File: src/sv/mwe_pkg.sv
// Shared types, constants and helper functions for the Microwire EEPROM pin interface.
// Used by mwe_ctrl, mwe_datapath and the top level; depends on nothing else.
`default_nettype none

package mwe_pkg;

  // Store geometry.
  localparam int EEPROM_WORDS = 128;
  localparam int ADDR_W       = $clog2(EEPROM_WORDS);
  localparam int WORD_W       = 16;

  // Protocol state codes.
  localparam logic [4:0] ST_IDLE  = 5'h00;
  localparam logic [4:0] ST_CMD   = 5'h01;
  localparam logic [4:0] ST_DOUT  = 5'h02;
  localparam logic [4:0] ST_EWDS  = 5'h10;
  localparam logic [4:0] ST_WRAL  = 5'h11;
  localparam logic [4:0] ST_ERAL  = 5'h12;
  localparam logic [4:0] ST_EWEN  = 5'h13;
  localparam logic [4:0] ST_WRITE = 5'h14;
  localparam logic [4:0] ST_READ  = 5'h18;
  localparam logic [4:0] ST_ERASE = 5'h1C;

  // Pin register bit positions.
  localparam int PIN_CS  = 7;
  localparam int PIN_CLK = 6;
  localparam int PIN_DI  = 1;
  localparam int PIN_DO  = 0;

  // Register numbers and bus operations.
  localparam logic [3:0] REG_TILT_X_HI = 4'h3;
  localparam logic [3:0] REG_TILT_Y_HI = 4'h5;
  localparam logic [3:0] REG_ZERO      = 4'h6;
  localparam logic [3:0] REG_PIN       = 4'h8;
  localparam logic       OP_READ       = 1'b0;
  localparam logic       OP_WRITE      = 1'b1;

  // Register read values.
  localparam logic [7:0] RD_OPEN = 8'hFF;
  localparam logic [7:0] RD_TILT = 8'h07;
  localparam logic [7:0] RD_ZERO = 8'h00;

  // Protocol counts.
  localparam logic [4:0]        CMD_BITS  = 5'd10;
  localparam logic [4:0]        DATA_BITS = 5'd16;
  localparam logic [WORD_W-1:0] ERASED    = '1;

  // Commands from the controller to the datapath.
  typedef struct packed {
    logic capture;  // latch the accepted request
    logic exec;     // apply the request and load the result register
    logic load;     // move the fetched word into the shift register
  } cmd_t;

  // Status from the datapath to the controller.
  typedef struct packed {
    logic load_needed;  // the request starts a READ and needs the word fetched
  } stat_t;

  // Opcode and address bits 7..6 select the next protocol state.
  function automatic logic [4:0] decode_cmd(logic [3:0] bits);
    logic [4:0] s;
    s = {1'b1, bits};
    if (bits[3:2] != 2'b00) begin
      s[1:0] = 2'b00;
    end
    return s;
  endfunction

  // Fold the 7-bit word address onto the store depth.
  function automatic logic [ADDR_W-1:0] word_index(logic [6:0] wa);
    logic [7:0] w;
    w = {1'b0, wa};
    if (w >= 8'(EEPROM_WORDS)) begin
      w = w - 8'(EEPROM_WORDS);
    end
    return w[ADDR_W-1:0];
  endfunction

endpackage

`default_nettype wire

File: src/sv/mwe_ctrl.sv
// Request sequencer for the Microwire EEPROM pin interface.
// Depends on mwe_pkg for the command and status structs.
`default_nettype none

module mwe_ctrl
  import mwe_pkg::*;
(
  input  wire logic  clk,
  input  wire logic  rst,
  input  wire logic  in_valid,
  output logic       in_ready,
  output logic       out_valid,
  input  wire logic  out_ready,
  input  wire stat_t stat,
  output cmd_t       cmd
);

  typedef enum logic [2:0] {
    S_IDLE = 3'b001,
    S_EXEC = 3'b010,
    S_LOAD = 3'b100
  } state_t;

  state_t state;
  state_t state_next;
  logic   out_valid_next;

  // Commands and next state.
  always_comb begin
    state_next  = state;
    in_ready    = (state == S_IDLE);
    cmd.capture = in_valid && (state == S_IDLE);
    cmd.exec    = (state == S_EXEC) && (!out_valid || out_ready);
    cmd.load    = (state == S_LOAD);
    case (state)
      S_IDLE: begin
        if (cmd.capture) begin
          state_next = S_EXEC;
        end
      end
      S_EXEC: begin
        if (cmd.exec) begin
          state_next = stat.load_needed ? S_LOAD : S_IDLE;
        end
      end
      S_LOAD: begin
        state_next = S_IDLE;
      end
      default: begin
        state_next = S_IDLE;
      end
    endcase
  end

  // The result register holds its request until the consumer takes it.
  always_comb begin
    out_valid_next = out_valid;
    if (cmd.exec) begin
      out_valid_next = 1'b1;
    end else if (out_ready) begin
      out_valid_next = 1'b0;
    end
  end

  always_ff @(posedge clk) begin
    if (rst) begin
      state     <= S_IDLE;
      out_valid <= 1'b0;
    end else begin
      state     <= state_next;
      out_valid <= out_valid_next;
    end
  end

endmodule

`default_nettype wire

File: src/sv/mwe_datapath.sv
// Datapath: pin register, Microwire protocol registers, word store and result register.
// Depends on mwe_pkg for constants and helpers; driven by mwe_ctrl commands.
`default_nettype none

module mwe_datapath
  import mwe_pkg::*;
(
  input  wire logic       clk,
  input  wire logic       rst,
  input  wire cmd_t       cmd,
  output stat_t           stat,
  input  wire logic       op,
  input  wire logic [3:0] reg_select,
  input  wire logic [7:0] data,
  input  wire logic       cfg_wr_en,
  input  wire logic       cfg_wr_data,
  output logic [7:0]      read_data
);

  // Latched request.
  logic       op_q;
  logic [3:0] sel_q;
  logic [7:0] data_q;

  // Architectural state.
  logic              enable;
  logic [7:0]        pin_register;
  logic [4:0]        protocol_state;
  logic [WORD_W-1:0] shift_reg;
  logic [4:0]        bit_count;
  logic [6:0]        word_address;
  logic              write_enabled;

  // Word store; an entry not written since the last fill reads as fill_value.
  logic [WORD_W-1:0]       mem [EEPROM_WORDS];
  logic [EEPROM_WORDS-1:0] valid;
  logic [WORD_W-1:0]       fill_value;
  logic [WORD_W-1:0]       mem_q;
  logic                    valid_q;

  // Next values from the pin write.
  logic [7:0]        v;
  logic [4:0]        protocol_state_next;
  logic [WORD_W-1:0] shift_reg_next;
  logic [4:0]        bit_count_next;
  logic [6:0]        word_address_next;
  logic              write_enabled_next;
  logic              mem_wr;
  logic [WORD_W-1:0] mem_wdata;
  logic              fill;
  logic [WORD_W-1:0] fill_data;
  logic              load_req;
  logic              pin_wr;
  logic [ADDR_W-1:0] idx;
  logic [7:0]        reg_value;

  assign pin_wr           = (op_q == OP_WRITE) && enable && (sel_q == REG_PIN);
  assign idx              = word_index(word_address_next);
  assign stat.load_needed = pin_wr && load_req;

  // Request capture.
  always_ff @(posedge clk) begin
    if (cmd.capture) begin
      op_q   <= op;
      sel_q  <= reg_select;
      data_q <= data;
    end
  end

  // Effect of one pin register write on the protocol machine.
  always_comb begin
    v                   = data_q;
    v[PIN_DO]           = 1'b1;
    protocol_state_next = protocol_state;
    shift_reg_next      = shift_reg;
    bit_count_next      = bit_count;
    word_address_next   = word_address;
    write_enabled_next  = write_enabled;
    mem_wr              = 1'b0;
    mem_wdata           = shift_reg;
    fill                = 1'b0;
    fill_data           = shift_reg;
    load_req            = 1'b0;

    // A rising chip select restarts the protocol.
    if (!pin_register[PIN_CS] && v[PIN_CS]) begin
      protocol_state_next = ST_IDLE;
    end

    if (!pin_register[PIN_CLK] && v[PIN_CLK]) begin
      // Shift DI in while a command or write data is arriving.
      if (protocol_state_next inside {ST_CMD, ST_WRITE, ST_WRAL}) begin
        shift_reg_next = {shift_reg_next[WORD_W-2:0], v[PIN_DI]};
        bit_count_next = bit_count_next + 5'd1;
      end

      // Bit handling for the current phase.
      case (protocol_state_next)
        ST_IDLE: begin
          if (v[PIN_DI]) begin
            protocol_state_next = ST_CMD;
            bit_count_next      = '0;
            shift_reg_next      = '0;
          end
        end
        ST_CMD: begin
          if (bit_count_next == CMD_BITS) begin
            protocol_state_next = decode_cmd(shift_reg_next[9:6]);
            bit_count_next      = '0;
            word_address_next   = shift_reg_next[6:0];
          end
        end
        ST_DOUT: begin
          v[PIN_DO]      = shift_reg_next[WORD_W-1];
          shift_reg_next = {shift_reg_next[WORD_W-2:0], 1'b0};
          bit_count_next = bit_count_next - 5'd1;
          if (bit_count_next == 5'd0) begin
            protocol_state_next = ST_IDLE;
          end
        end
        default: begin
        end
      endcase

      // Command execution, possibly on the same clock edge as the decode.
      case (protocol_state_next)
        ST_EWEN: begin
          write_enabled_next  = 1'b1;
          protocol_state_next = ST_IDLE;
        end
        ST_EWDS: begin
          write_enabled_next  = 1'b0;
          protocol_state_next = ST_IDLE;
        end
        ST_WRITE: begin
          if (bit_count_next == DATA_BITS) begin
            mem_wr              = write_enabled_next;
            mem_wdata           = shift_reg_next;
            protocol_state_next = ST_IDLE;
          end
        end
        ST_ERASE: begin
          mem_wr              = write_enabled_next;
          mem_wdata           = ERASED;
          protocol_state_next = ST_IDLE;
        end
        ST_READ: begin
          bit_count_next      = DATA_BITS;
          load_req            = 1'b1;
          protocol_state_next = ST_DOUT;
          v[PIN_DO]           = 1'b0;
        end
        ST_WRAL: begin
          if (bit_count_next == DATA_BITS) begin
            fill                = write_enabled_next;
            fill_data           = shift_reg_next;
            protocol_state_next = ST_IDLE;
          end
        end
        ST_ERAL: begin
          fill                = write_enabled_next;
          fill_data           = ERASED;
          protocol_state_next = ST_IDLE;
        end
        default: begin
        end
      endcase
    end else if (v[PIN_CS] && pin_register[PIN_CLK] && !v[PIN_CLK]) begin
      // A falling clock under chip select holds DO.
      v[PIN_DO] = pin_register[PIN_DO];
    end
  end

  // Register window read.
  always_comb begin
    case (sel_q)
      REG_TILT_X_HI, REG_TILT_Y_HI: reg_value = RD_TILT;
      REG_ZERO:                     reg_value = RD_ZERO;
      REG_PIN:                      reg_value = pin_register;
      default:                      reg_value = RD_OPEN;
    endcase
    if (!enable) begin
      reg_value = RD_OPEN;
    end
  end

  // Protocol registers, configuration and entry valid bits.
  always_ff @(posedge clk) begin
    if (rst) begin
      enable         <= 1'b0;
      pin_register   <= '0;
      protocol_state <= ST_IDLE;
      shift_reg      <= '0;
      bit_count      <= '0;
      word_address   <= '0;
      write_enabled  <= 1'b0;
      valid          <= '0;
      fill_value     <= ERASED;
    end else begin
      if (cfg_wr_en) begin
        enable <= cfg_wr_data;
      end
      if (cmd.exec && pin_wr) begin
        pin_register   <= v;
        protocol_state <= protocol_state_next;
        shift_reg      <= shift_reg_next;
        bit_count      <= bit_count_next;
        word_address   <= word_address_next;
        write_enabled  <= write_enabled_next;
        if (fill) begin
          valid      <= '0;
          fill_value <= fill_data;
        end else if (mem_wr) begin
          valid[idx] <= 1'b1;
        end
      end
      if (cmd.load) begin
        shift_reg <= valid_q ? mem_q : fill_value;
      end
    end
  end

  // Word store with registered read port.
  always_ff @(posedge clk) begin
    if (cmd.exec && pin_wr && mem_wr) begin
      mem[idx] <= mem_wdata;
    end
    mem_q   <= mem[idx];
    valid_q <= valid[idx];
  end

  // Result register.
  always_ff @(posedge clk) begin
    if (cmd.exec) begin
      if (op_q == OP_READ) begin
        read_data <= reg_value;
      end else if (pin_wr) begin
        read_data <= v;
      end else begin
        read_data <= pin_register;
      end
    end
  end

endmodule

`default_nettype wire

File: src/sv/microwire_eeprom_pin_interface_unit.sv
// Top level of the Microwire EEPROM pin interface: controller plus datapath.
// Depends on mwe_pkg, mwe_ctrl and mwe_datapath.
//
// A CPU-side register window in front of a bit-banged Microwire serial EEPROM of
// 128 words of 16 bits. Each request (a register read or write) is captured on
// acceptance and its result is registered in the execute step that follows, which
// waits while an earlier result still sits in the output register; a pin write that
// starts a READ command adds a load step while the addressed word comes through
// the registered read port of the store. One request is in flight at a time, so the
// block takes no new request until the last one has passed capture, execute and, for
// a READ, load. WRAL and ERAL complete in one request: a row of entry valid bits is
// cleared and the fill word is kept in a register, so no clearing pass runs after
// reset or after a fill. The enable register is written through cfg_wr_en/cfg_wr_data;
// the user must write it only while no request is pending; the block does not enforce it.
`default_nettype none

module microwire_eeprom_pin_interface_unit
  import mwe_pkg::*;
(
  input  wire logic       clk,
  input  wire logic       rst,
  input  wire logic       in_valid,
  output logic            in_ready,
  input  wire logic       op,
  input  wire logic [3:0] reg_select,
  input  wire logic [7:0] data,
  output logic            out_valid,
  input  wire logic       out_ready,
  output logic [7:0]      read_data,
  input  wire logic       cfg_wr_en,
  input  wire logic       cfg_wr_data
);

  cmd_t  cmd;
  stat_t stat;

  mwe_ctrl u_ctrl (
    .clk       (clk),
    .rst       (rst),
    .in_valid  (in_valid),
    .in_ready  (in_ready),
    .out_valid (out_valid),
    .out_ready (out_ready),
    .stat      (stat),
    .cmd       (cmd)
  );

  mwe_datapath u_datapath (
    .clk         (clk),
    .rst         (rst),
    .cmd         (cmd),
    .stat        (stat),
    .op          (op),
    .reg_select  (reg_select),
    .data        (data),
    .cfg_wr_en   (cfg_wr_en),
    .cfg_wr_data (cfg_wr_data),
    .read_data   (read_data)
  );

  // A request in flight blocks the next one.
  assert property (@(posedge clk) disable iff (rst)
    in_valid && in_ready |=> !in_ready)
    else $error("second request accepted while one is in flight");

  // A word load only follows the execute step of the same request.
  assert property (@(posedge clk) disable iff (rst)
    cmd.load |-> $past(cmd.exec))
    else $error("store word loaded without a preceding execute");

  // A new result appears only from an execute step.
  assert property (@(posedge clk) disable iff (rst)
    $rose(out_valid) |-> $past(cmd.exec))
    else $error("result presented without an execute step");

endmodule

`default_nettype wire

File: config.mk
export PLATFORM = sky130hd
export DESIGN_NAME = microwire_eeprom_pin_interface_unit
export DESIGN_NICKNAME = d
export VERILOG_FILES = /design/src/sv/mwe_pkg.sv /design/src/sv/mwe_ctrl.sv /design/src/sv/mwe_datapath.sv /design/src/sv/microwire_eeprom_pin_interface_unit.sv
export SDC_FILE = /design/constraint.sdc
export NUM_CORES = 2
export LEC_CHECK = 0
export ABC_AREA = 1
export BUFFER_PORTS_ARGS = -buffer_cell sky130_fd_sc_hd__buf_2
export CAP_MARGIN = 10
export CORE_MARGIN = 5
export CORE_UTILIZATION = 40
export DETAILED_ROUTE_END_ITERATION = 8
export GPL_TIMING_DRIVEN = 0
export PLACE_DENSITY = 0.64
export REMOVE_ABC_BUFFERS = 1
export SLEW_MARGIN = 25
export SYNTH_ARGS = -nofsm -noshare
export SYNTH_HDL_FRONTEND = slang
export SYNTH_SLANG_ARGS = --single-unit
File: constraint.sdc
create_clock -name clk -period 8.75 [get_ports clk]
set_input_delay 1.75 -clock clk [delete_from_list [all_inputs] [get_ports clk]]
set_output_delay 1.75 -clock clk [all_outputs]
set_load 0.005 [all_outputs]
After elaboration in Yosys (flattened, before gate mapping)
Memories as Yosys holds them, arrays and structs flattened. A register that Yosys moved wholly into a read port is not among the register bits.
Cells that the tools add are included.
{"block": "word_totals", "regBits": 213, "ramBits": 2048, "input_bits": 19, "out_inout_bits": 10, "n_memories": 1}
{"memory": "u_datapath.mem", "words": 128, "word_bits": 16, "rd": 1, "rd_ports_with_merged_regs": 1, "write_ports": 1, "line": "mwe_datapath.sv:35", "text": "logic [WORD_W-1:0] mem [EEPROM_WORDS];"}
{"block": "classes", "n_addsub": 2, "magnitude_cmp": 2, "n_eq_ne": 22, "n_mux": 63, "bitwise": 1, "reduce_logical": 35}
{"cell": "128-bit 2-to-1 mux", "n": 2}
{"cell": "16-bit 2-to-1 mux", "n": 10}
{"cell": "128-bit OR", "n": 1}
{"cell": "16-bit case mux with 2 select lines", "n": 3}
{"cell": "5-bit 2-to-1 mux", "n": 13}
{"cell": "5-bit == test, second input constant", "n": 10}
{"cell": "5-bit case mux with 3 select lines", "n": 3}
{"cell": "8-bit 2-to-1 mux", "n": 3}
{"cell": "8-bit case mux with 3 select lines", "n": 1}
{"cell": "7-bit 2-to-1 mux", "n": 3}
{"cell": "1-bit 2-to-1 mux", "n": 15}
{"cell": "1-bit logical AND", "n": 12}
{"cell": "2-bit nonzero test", "n": 6}
{"cell": "5-bit logical NOT", "n": 2}
{"cell": "2-bit AND reduction", "n": 5}
{"cell": "3-bit 2-to-1 mux", "n": 3}
{"cell": "4-bit by 3-bit == test with 1-bit output, second input constant", "n": 2}
{"cell": "7-bit by 8-bit less-than comparator with 1-bit output, second input constant", "n": 1}
{"cell": "1-bit binary-select mux with 7-bit select", "n": 1}
{"cell": "1-bit demux with 7-bit select", "n": 1}
{"cell": "7-bit by 1-bit >= comparator with 1-bit output, second input constant", "n": 1}
{"cell": "1-bit case mux with 2 select lines", "n": 3}
{"cell": "3-bit case mux with 2 select lines", "n": 1}
{"cell": "5-bit by 1-bit adder with 5-bit output, second input constant", "n": 1}
{"cell": "17 further kinds", "n": 22}

Longest topological paths before layout
{"block": "logic_depth", "depth_word": 19, "ltp_mapped": 31, "ltp_nobuf": 27}

Modules after synthesis
Synthesis repeated with hierarchy kept, for this count alone.
{"block": "hier_totals", "hier_cells": 9980, "hier_area_um2": 98066.6}
{"module": "mwe_datapath", "n_inst": 1, "cells_per_inst": 9943, "area_each_um2": 97831.3, "seq_area_each_um2": 66183.5}
{"module": "mwe_ctrl", "n_inst": 1, "cells_per_inst": 37, "area_each_um2": 235.2, "seq_area_each_um2": 80.1}

Worst setup path before layout
Ideal clock, no wire load.
{"block": "synth_timing", "path_type": "reg-to-reg", "startpoint": "reg u_datapath.data_q[7]", "endpoint": "mem u_datapath.mem[0][14] (data pin)", "t_arrival_ns": 6.196, "t_required_ns": 7.831, "slack_ns": 1.636, "path_stages_with_launch": 23, "path_buffers": 2, "period_less_slack_ns": 7.114, "path_cell_list": "edfxtp_1 nand2_2 nand2_1 nor2_1 nand2_2 nand2_4 buf_6 nand2_1 nand2_1 ha_1 inv_1 nor2_2 nand3_4 nor2_4 inv_2 o21ai_1 nor2_2 inv_2 nor2_4 nand3_1 nor2_1 buf_2 a22oi_1"}
{"block": "synth_via", "elab_chain_len": 14, "elab_cells_between_ends": 34, "classes_between": "add/sub: 1; eq/ne: 8; mux: 20; reduce/logical: 5"}
{"element": "start: declaration", "line": "mwe_datapath.sv:23", "text": "logic [7:0] data_q;"}
{"element": "start signal: assignment", "line": "mwe_datapath.sv:66", "text": "data_q <= data;"}
{"element": "1-bit logical AND *", "line": "mwe_datapath.sv:86", "text": "if (!pin_register[PIN_CS] && v[PIN_CS]) begin"}
{"element": "5-bit 2-to-1 mux *", "line": "mwe_datapath.sv:86"}
{"element": "5-bit by 1-bit == test with 1-bit output / 5-bit == test (equally long branches)", "line": "mwe_datapath.sv:92, mwe_datapath.sv:98"}
{"element": "3-bit nonzero test", "line": "mwe_datapath.sv:92", "text": "if (protocol_state_next inside {ST_CMD, ST_WRITE, ST_WRAL}) begin"}
{"element": "5-bit 2-to-1 mux / 16-bit 2-to-1 mux (equally long branches)", "line": "mwe_datapath.sv:92"}
{"element": "5-bit 2-to-1 mux / 16-bit 2-to-1 mux (equally long branches)", "line": "mwe_datapath.sv:90", "text": "if (!pin_register[PIN_CLK] && v[PIN_CLK]) begin"}
{"element": "5-bit by 1-bit subtractor with 5-bit output, or another cell as far along", "line": "mwe_datapath.sv:116", "text": "bit_count_next = bit_count_next - 5'd1;"}
{"element": "5-bit logical NOT, or another cell as far along", "line": "mwe_datapath.sv:117", "text": "if (bit_count_next == 5'd0) begin"}
{"element": "5-bit 2-to-1 mux, or another cell as far along", "line": "mwe_datapath.sv:117"}
{"element": "5-bit case mux with 3 select lines / 5-bit 2-to-1 mux (equally long branches)", "line": "mwe_datapath.sv:98, mwe_datapath.sv:90"}
{"element": "5-bit 2-to-1 mux / 5-bit == test (equally long branches)", "line": "mwe_datapath.sv:90, mwe_datapath.sv:136"}
{"element": "5-bit == test / 16-bit 2-to-1 mux (equally long branches)", "line": "mwe_datapath.sv:126, mwe_datapath.sv:136"}
{"element": "16-bit case mux with 2 select lines *", "line": "mwe_datapath.sv:126", "text": "case (protocol_state_next)"}
{"element": "16-bit 2-to-1 mux *", "line": "mwe_datapath.sv:90"}
{"element": "net u_datapath.mem_wdata[14]", "line": "mwe_datapath.sv:49", "text": "logic [WORD_W-1:0] mem_wdata;"}
{"element": "end: declaration", "line": "mwe_datapath.sv:35"}
The timed path passes the listed nets; every way through them passes the cells marked *. The select of a mux whose other input is x is not followed.

Worst setup path after layout
{"block": "layout_timing", "startpoint": "reg u_datapath.data_q[7]", "endpoint": "mem u_datapath.mem[54][13], enable pin"}
{"block": "layout_via", "elab_chain_len": 17, "elab_cells_between_ends": 38, "classes_between": "add/sub: 1; eq/ne: 8; mux: 23; reduce/logical: 6"}
{"element": "1-bit logical AND *", "line": "mwe_datapath.sv:86"}
{"element": "5-bit 2-to-1 mux *", "line": "mwe_datapath.sv:86"}
{"element": "5-bit by 1-bit == test with 1-bit output / 5-bit == test (equally long branches)", "line": "mwe_datapath.sv:92, mwe_datapath.sv:98"}
{"element": "3-bit nonzero test", "line": "mwe_datapath.sv:92"}
{"element": "5-bit 2-to-1 mux / 16-bit 2-to-1 mux (equally long branches)", "line": "mwe_datapath.sv:92"}
{"element": "5-bit 2-to-1 mux / 16-bit 2-to-1 mux (equally long branches)", "line": "mwe_datapath.sv:90"}
{"element": "5-bit by 1-bit subtractor with 5-bit output, or another cell as far along", "line": "mwe_datapath.sv:116"}
{"element": "5-bit logical NOT, or another cell as far along", "line": "mwe_datapath.sv:117"}
{"element": "5-bit 2-to-1 mux, or another cell as far along", "line": "mwe_datapath.sv:117"}
{"element": "5-bit case mux with 3 select lines / 5-bit 2-to-1 mux (equally long branches)", "line": "mwe_datapath.sv:98, mwe_datapath.sv:90"}
{"element": "5-bit 2-to-1 mux / 5-bit == test (equally long branches)", "line": "mwe_datapath.sv:90, mwe_datapath.sv:136"}
{"element": "5-bit == test / 1-bit 2-to-1 mux (equally long branches)", "line": "mwe_datapath.sv:126, mwe_datapath.sv:136"}
{"element": "1-bit case mux with 2 select lines", "line": "mwe_datapath.sv:126"}
{"element": "1-bit 2-to-1 mux", "line": "mwe_datapath.sv:90"}
{"element": "1-bit logical AND", "line": "mwe_datapath.sv:225", "text": "if (cmd.exec && pin_wr && mem_wr) begin"}
{"element": "1-bit 2-to-1 mux", "line": "mwe_datapath.sv:225"}
{"element": "1-bit 2-to-1 mux (implied by the code)", "line": "mwe_datapath.sv:226", "text": "mem[idx] <= mem_wdata;"}
Mark *: on every way between the ends. The rest lies on a longest branch, timed or not. The select of a mux whose other input is x is not followed.

==> metrics.md <==
| Metric | Value |
|---|---|
| Total power | `21.6 mW` |
| Critical path fanouts, max | `60` |
| IO Count | `29` |
| H-tree levels | `4` |
| WS Path Type | `reg2reg` |
| CTS root buf | `clkbuf_16` |
| Worst R2R End | `u_datapath.mem[54][13]$_DFFE_PP_` |
| CP required | `between 9000 and 10,000 ps` |
| Hold Path Class | `reg2reg` |
| Async set or reset register ratio after synthesis | `0%` |
| Final Wtd Congestion | `about 0.87` |
| Avg Synthesized Cell Area | `9.56 um2` |
| Largest net degree at the start of global routing | `approximately 130` |
| Net load switching power | `4.25 mW` |
| Top Registers | `u_datapath.mem x2048, u_datapath.valid x128` |
| CTS clk-pin slew, worst paths | `around 60 ps` |
| Cell row count | `182` |
| Seq cells post-synth | `about 2,300` |
| Largest register FFs | `~2,000` |
| Post-DR wirelength/cell | `roughly 20 um` |
| Via count | `72,400` |
| Critical path arrival | `slightly below 9000 ps` |
| Clock buffer count from CTS | `226` |
| Clock Path Buffers | `3` |
| Worst-Margin Slew | `1120 ps` |
| Switch share | `around a fifth` |
| Die area | `0.257 mm2` |
| Internal power | `approximately 17 mW` |
| Syn Inst Count | `~10,000` |
| Vias in the first global route | `~68,000` |
| Post-synth EDFFs | `2,068` |
| First-pass GRT wire length | `about 420,000 um` |
| Seq/Total Area, Yosys | `67.2%` |
| Most frequent cells in the layout | `nand2_1, edfxtp_1, a21oi_1` |
| YS warnings | `0` |
| Total track usage | `between 20% and 30%` |
| Fmax | `around 0.12 GHz` |
| Post-CTS Setup Inserts | `0` |
| Final nets | `between 10,000 and 15,000` |
| Reg power frac | `roughly 54%` |
| Peak supply drop | `~0.22 mV` |
| WHS Path Cells | `2` |
| Startpoint Class | `flop` |
| DRC violations left | `0` |
| Worst-skew pair later-pin latency | `between 800 and 900 ps` |
| Starting density of the core | `40.2%` |
| Hold buffer count at cts | `0` |
| Layout cell share with drive strength beyond 1 | `a little over a tenth` |
| ANT nets after route | `0` |
| Worst Skew | `~54 ps` |
| Post-CTS sizing | `0` |
| Worst hold endpoint | `u_datapath.valid[8]$_SDFFE_PP0P_` |
| CORE AREA | `between 0.2 and 0.25 mm2` |
| Relative slew slack | `between 20% and 30%` |
| Final period utilization | `93.7%` |
| Initial DRC count | `between 8,000 and 9,000` |
| Reg2Reg Setup Slack | `about 550 ps` |
| Drt pass-1 iters | `9` |
| PD cells | `187 mW/mm2` |
| Routed WL | `about 280,000 um` |
| Reg-to-Reg Start | `u_datapath.data_q[7]$_DFFE_PP_` |
| Area growth syn-to-layout | `17.0%` |
| Total grt overflow | `0` |
| Max-Cap Viols | `0` |
| R2R depth | `23` |
| CTS sink cnt | `roughly 2,300` |
| Placed wire-length estimate | `about 180,000 um` |
| Endpoint class of the critical path | `flop` |
| Fin crit period | `between 8000 and 9000 ps` |
| Max Slew Vio Count | `0` |
| Vias per inst | `around 5.2` |
| Count of input and output buffers | `27` |
| Antenna violations before repair | `4` |
| Commonest non-fill, non-tap cell in the layout | `nand2_1` |
| Status | `finished clean` |
| Min-delay src | `u_datapath.valid[8]$_SDFFE_PP0P_` |
| Final Hold Fails | `0` |
| Clock power frac | `a little under half` |
| Final hold slack | `around 450 ps` |
| Synth Flop Type | `edfxtp_1` |
| RSZ-0062 raised after global routing | `no` |
| TritonCTS clock tree | `yes` |
| Cell variety after synth | `44` |
| Synth Cell Area | `around 0.099 mm2` |
| Largest Register | `u_datapath.mem` |
| Post-route setup TNS | `0 ps` |
| Final setup fails | `0` |
| Comb power frac | `less than 1%` |
| Leakage power | `46.6 nW` |
| Die W | `just over 500 um` |
| Die height | `around 510 um` |
-- Yosys cell counts, types with 2 or more instances --
master | instances | area, um2
nand2_1 | 5966 | 22400
edfxtp_1 | 2068 | 62100
buf_2 | 308 | 1540
a21oi_1 | 294 | 1470
nor2_1 | 247 | 927
inv_1 | 246 | 923
clkbuf_1 | 211 | 792
dfxtp_1 | 208 | 4160
nand3_1 | 208 | 1040
nor3_1 | 140 | 701
o21ai_0 | 120 | 601
o21ai_1 | 43 | 215
buf_1 | 37 | 139
inv_2 | 33 | 124
a22oi_1 | 29 | 218
o211ai_1 | 23 | 173
nor2_2 | 20 | 125
buf_4 | 19 | 143
o22ai_1 | 13 | 81.3
a31oi_1 | 11 | 68.8
nand2_2 | 8 | 50.1
buf_6 | 7 | 78.8
nand4_1 | 7 | 43.8
o21a_1 | 7 | 52.6
xor2_1 | 6 | 52.6
nand3_2 | 5 | 50.1
o21ai_2 | 5 | 43.8
nor2_4 | 4 | 45.0
nor3_4 | 4 | 65.1
nand2_4 | 3 | 33.8
nor3_2 | 3 | 30.0
a31o_2 | 2 | 17.5
clkinv_1 | 2 | 7.51
ha_1 | 2 | 25.0
o21ai_4 | 2 | 32.5
-- worst max-delay path, cell delays in order, from the launching register on --
cell	delay (ps)
edfxtp_1	480
nand2_2	280
nand2_1	120
nor2_1	130
nand2_2	120
nand2_4	380
nand2_1	90
nand2_1	170
ha_1	200
nand3_1	100
nor2_2	140
nand4_4	350
nand2_4	580
buf_12	280
nand2_4	360
buf_16	350
buf_16	230
buf_12	220
buf_16	230
nor3_4	940
inv_4	600
nor3_2	790
buf_4	310
buf_4	170
-- worst max-delay path by stage --
| stage | startpoint | cells after the start | slack, ps | end |
|---|---|---|---|---|
| after CTS | u_datapath.data_q[7]$_DFFE_PP_ | 26 | 670 | u_datapath.mem[61][11]$_DFFE_PP_ |
| after global placement | u_datapath.data_q[6]$_DFFE_PP_ | 8 | -198570 | u_datapath.mem[61][11]$_DFFE_PP_ |
| after global routing | u_datapath.data_q[7]$_DFFE_PP_ | 26 | 220 | u_datapath.mem[61][13]$_DFFE_PP_ |
| final | u_datapath.data_q[7]$_DFFE_PP_ | 23 | 550 | u_datapath.mem[54][13]$_DFFE_PP_ |
| after detailed placement | u_datapath.data_q[7]$_DFFE_PP_ | 26 | 740 | u_datapath.mem[61][1]$_DFFE_PP_ |
| after floorplan | u_datapath.data_q[7]$_DFFE_PP_ | 16 | -52760 | u_datapath.mem[100][0]$_DFFE_PP_ |
-- power by group through the flow --
stage / logic, mW / clock network, mW / registers (mW)
after CTS: 0.0584 / 9.94 / 11.7
after detailed placement: 0.0579 / 0 / 11.9
final: 0.0598 / 9.82 / 11.7
after floorplan: 0.0314 / 0 / 11.9
after global placement: 0.0559 / 0 / 11.9
after global routing: 0.0644 / 10.4 / 11.7
-- logic make-up after synthesis --
family	count (synthesis)	share of synthesized area (%)
xor+xnor	6	0.0533
fa+ha+maj	2	0.0254
flops	2276	67.2
compound gates	551	3.04
buf+inv	864	3.81
simple gates	6621	25.9
-- layout make-up --
class                   count  area (um2)
multi-input cells        7180       29600
well taps                3220        4030
clock inverters           123        1370
repair buffers            550        6920
clock buffers             301        6170
diodes                      3        7.51
inverters                 282        1100
flip-flops and latches   2276       66300
fillers                 21900      130000
-- stage by stage --
step                      setup WS [ps]  area, um2  cells  utilization, %
final                               549     115000  13900            47.0
after detailed placement            740     108000  13500            43.9
after global placement          -198570     100000  13000            40.8
after CTS                           666     115000  13900            47.0
after floorplan                  -52760      96000   9738               -
after global routing                219     115000  13900            47.0
-- layer usage --
layer / routed length (um) / GRT usage [%] / vias up
li1: - / - / 34000
met1: 114000 / 28.9 / 34700
met5: 154 / 0.389 / -
met4: 12100 / 8.84 / 4
met3: 24000 / 3.59 / 573
met2: 129000 / 33.7 / 3138
(Power assumes the default switching activity.)
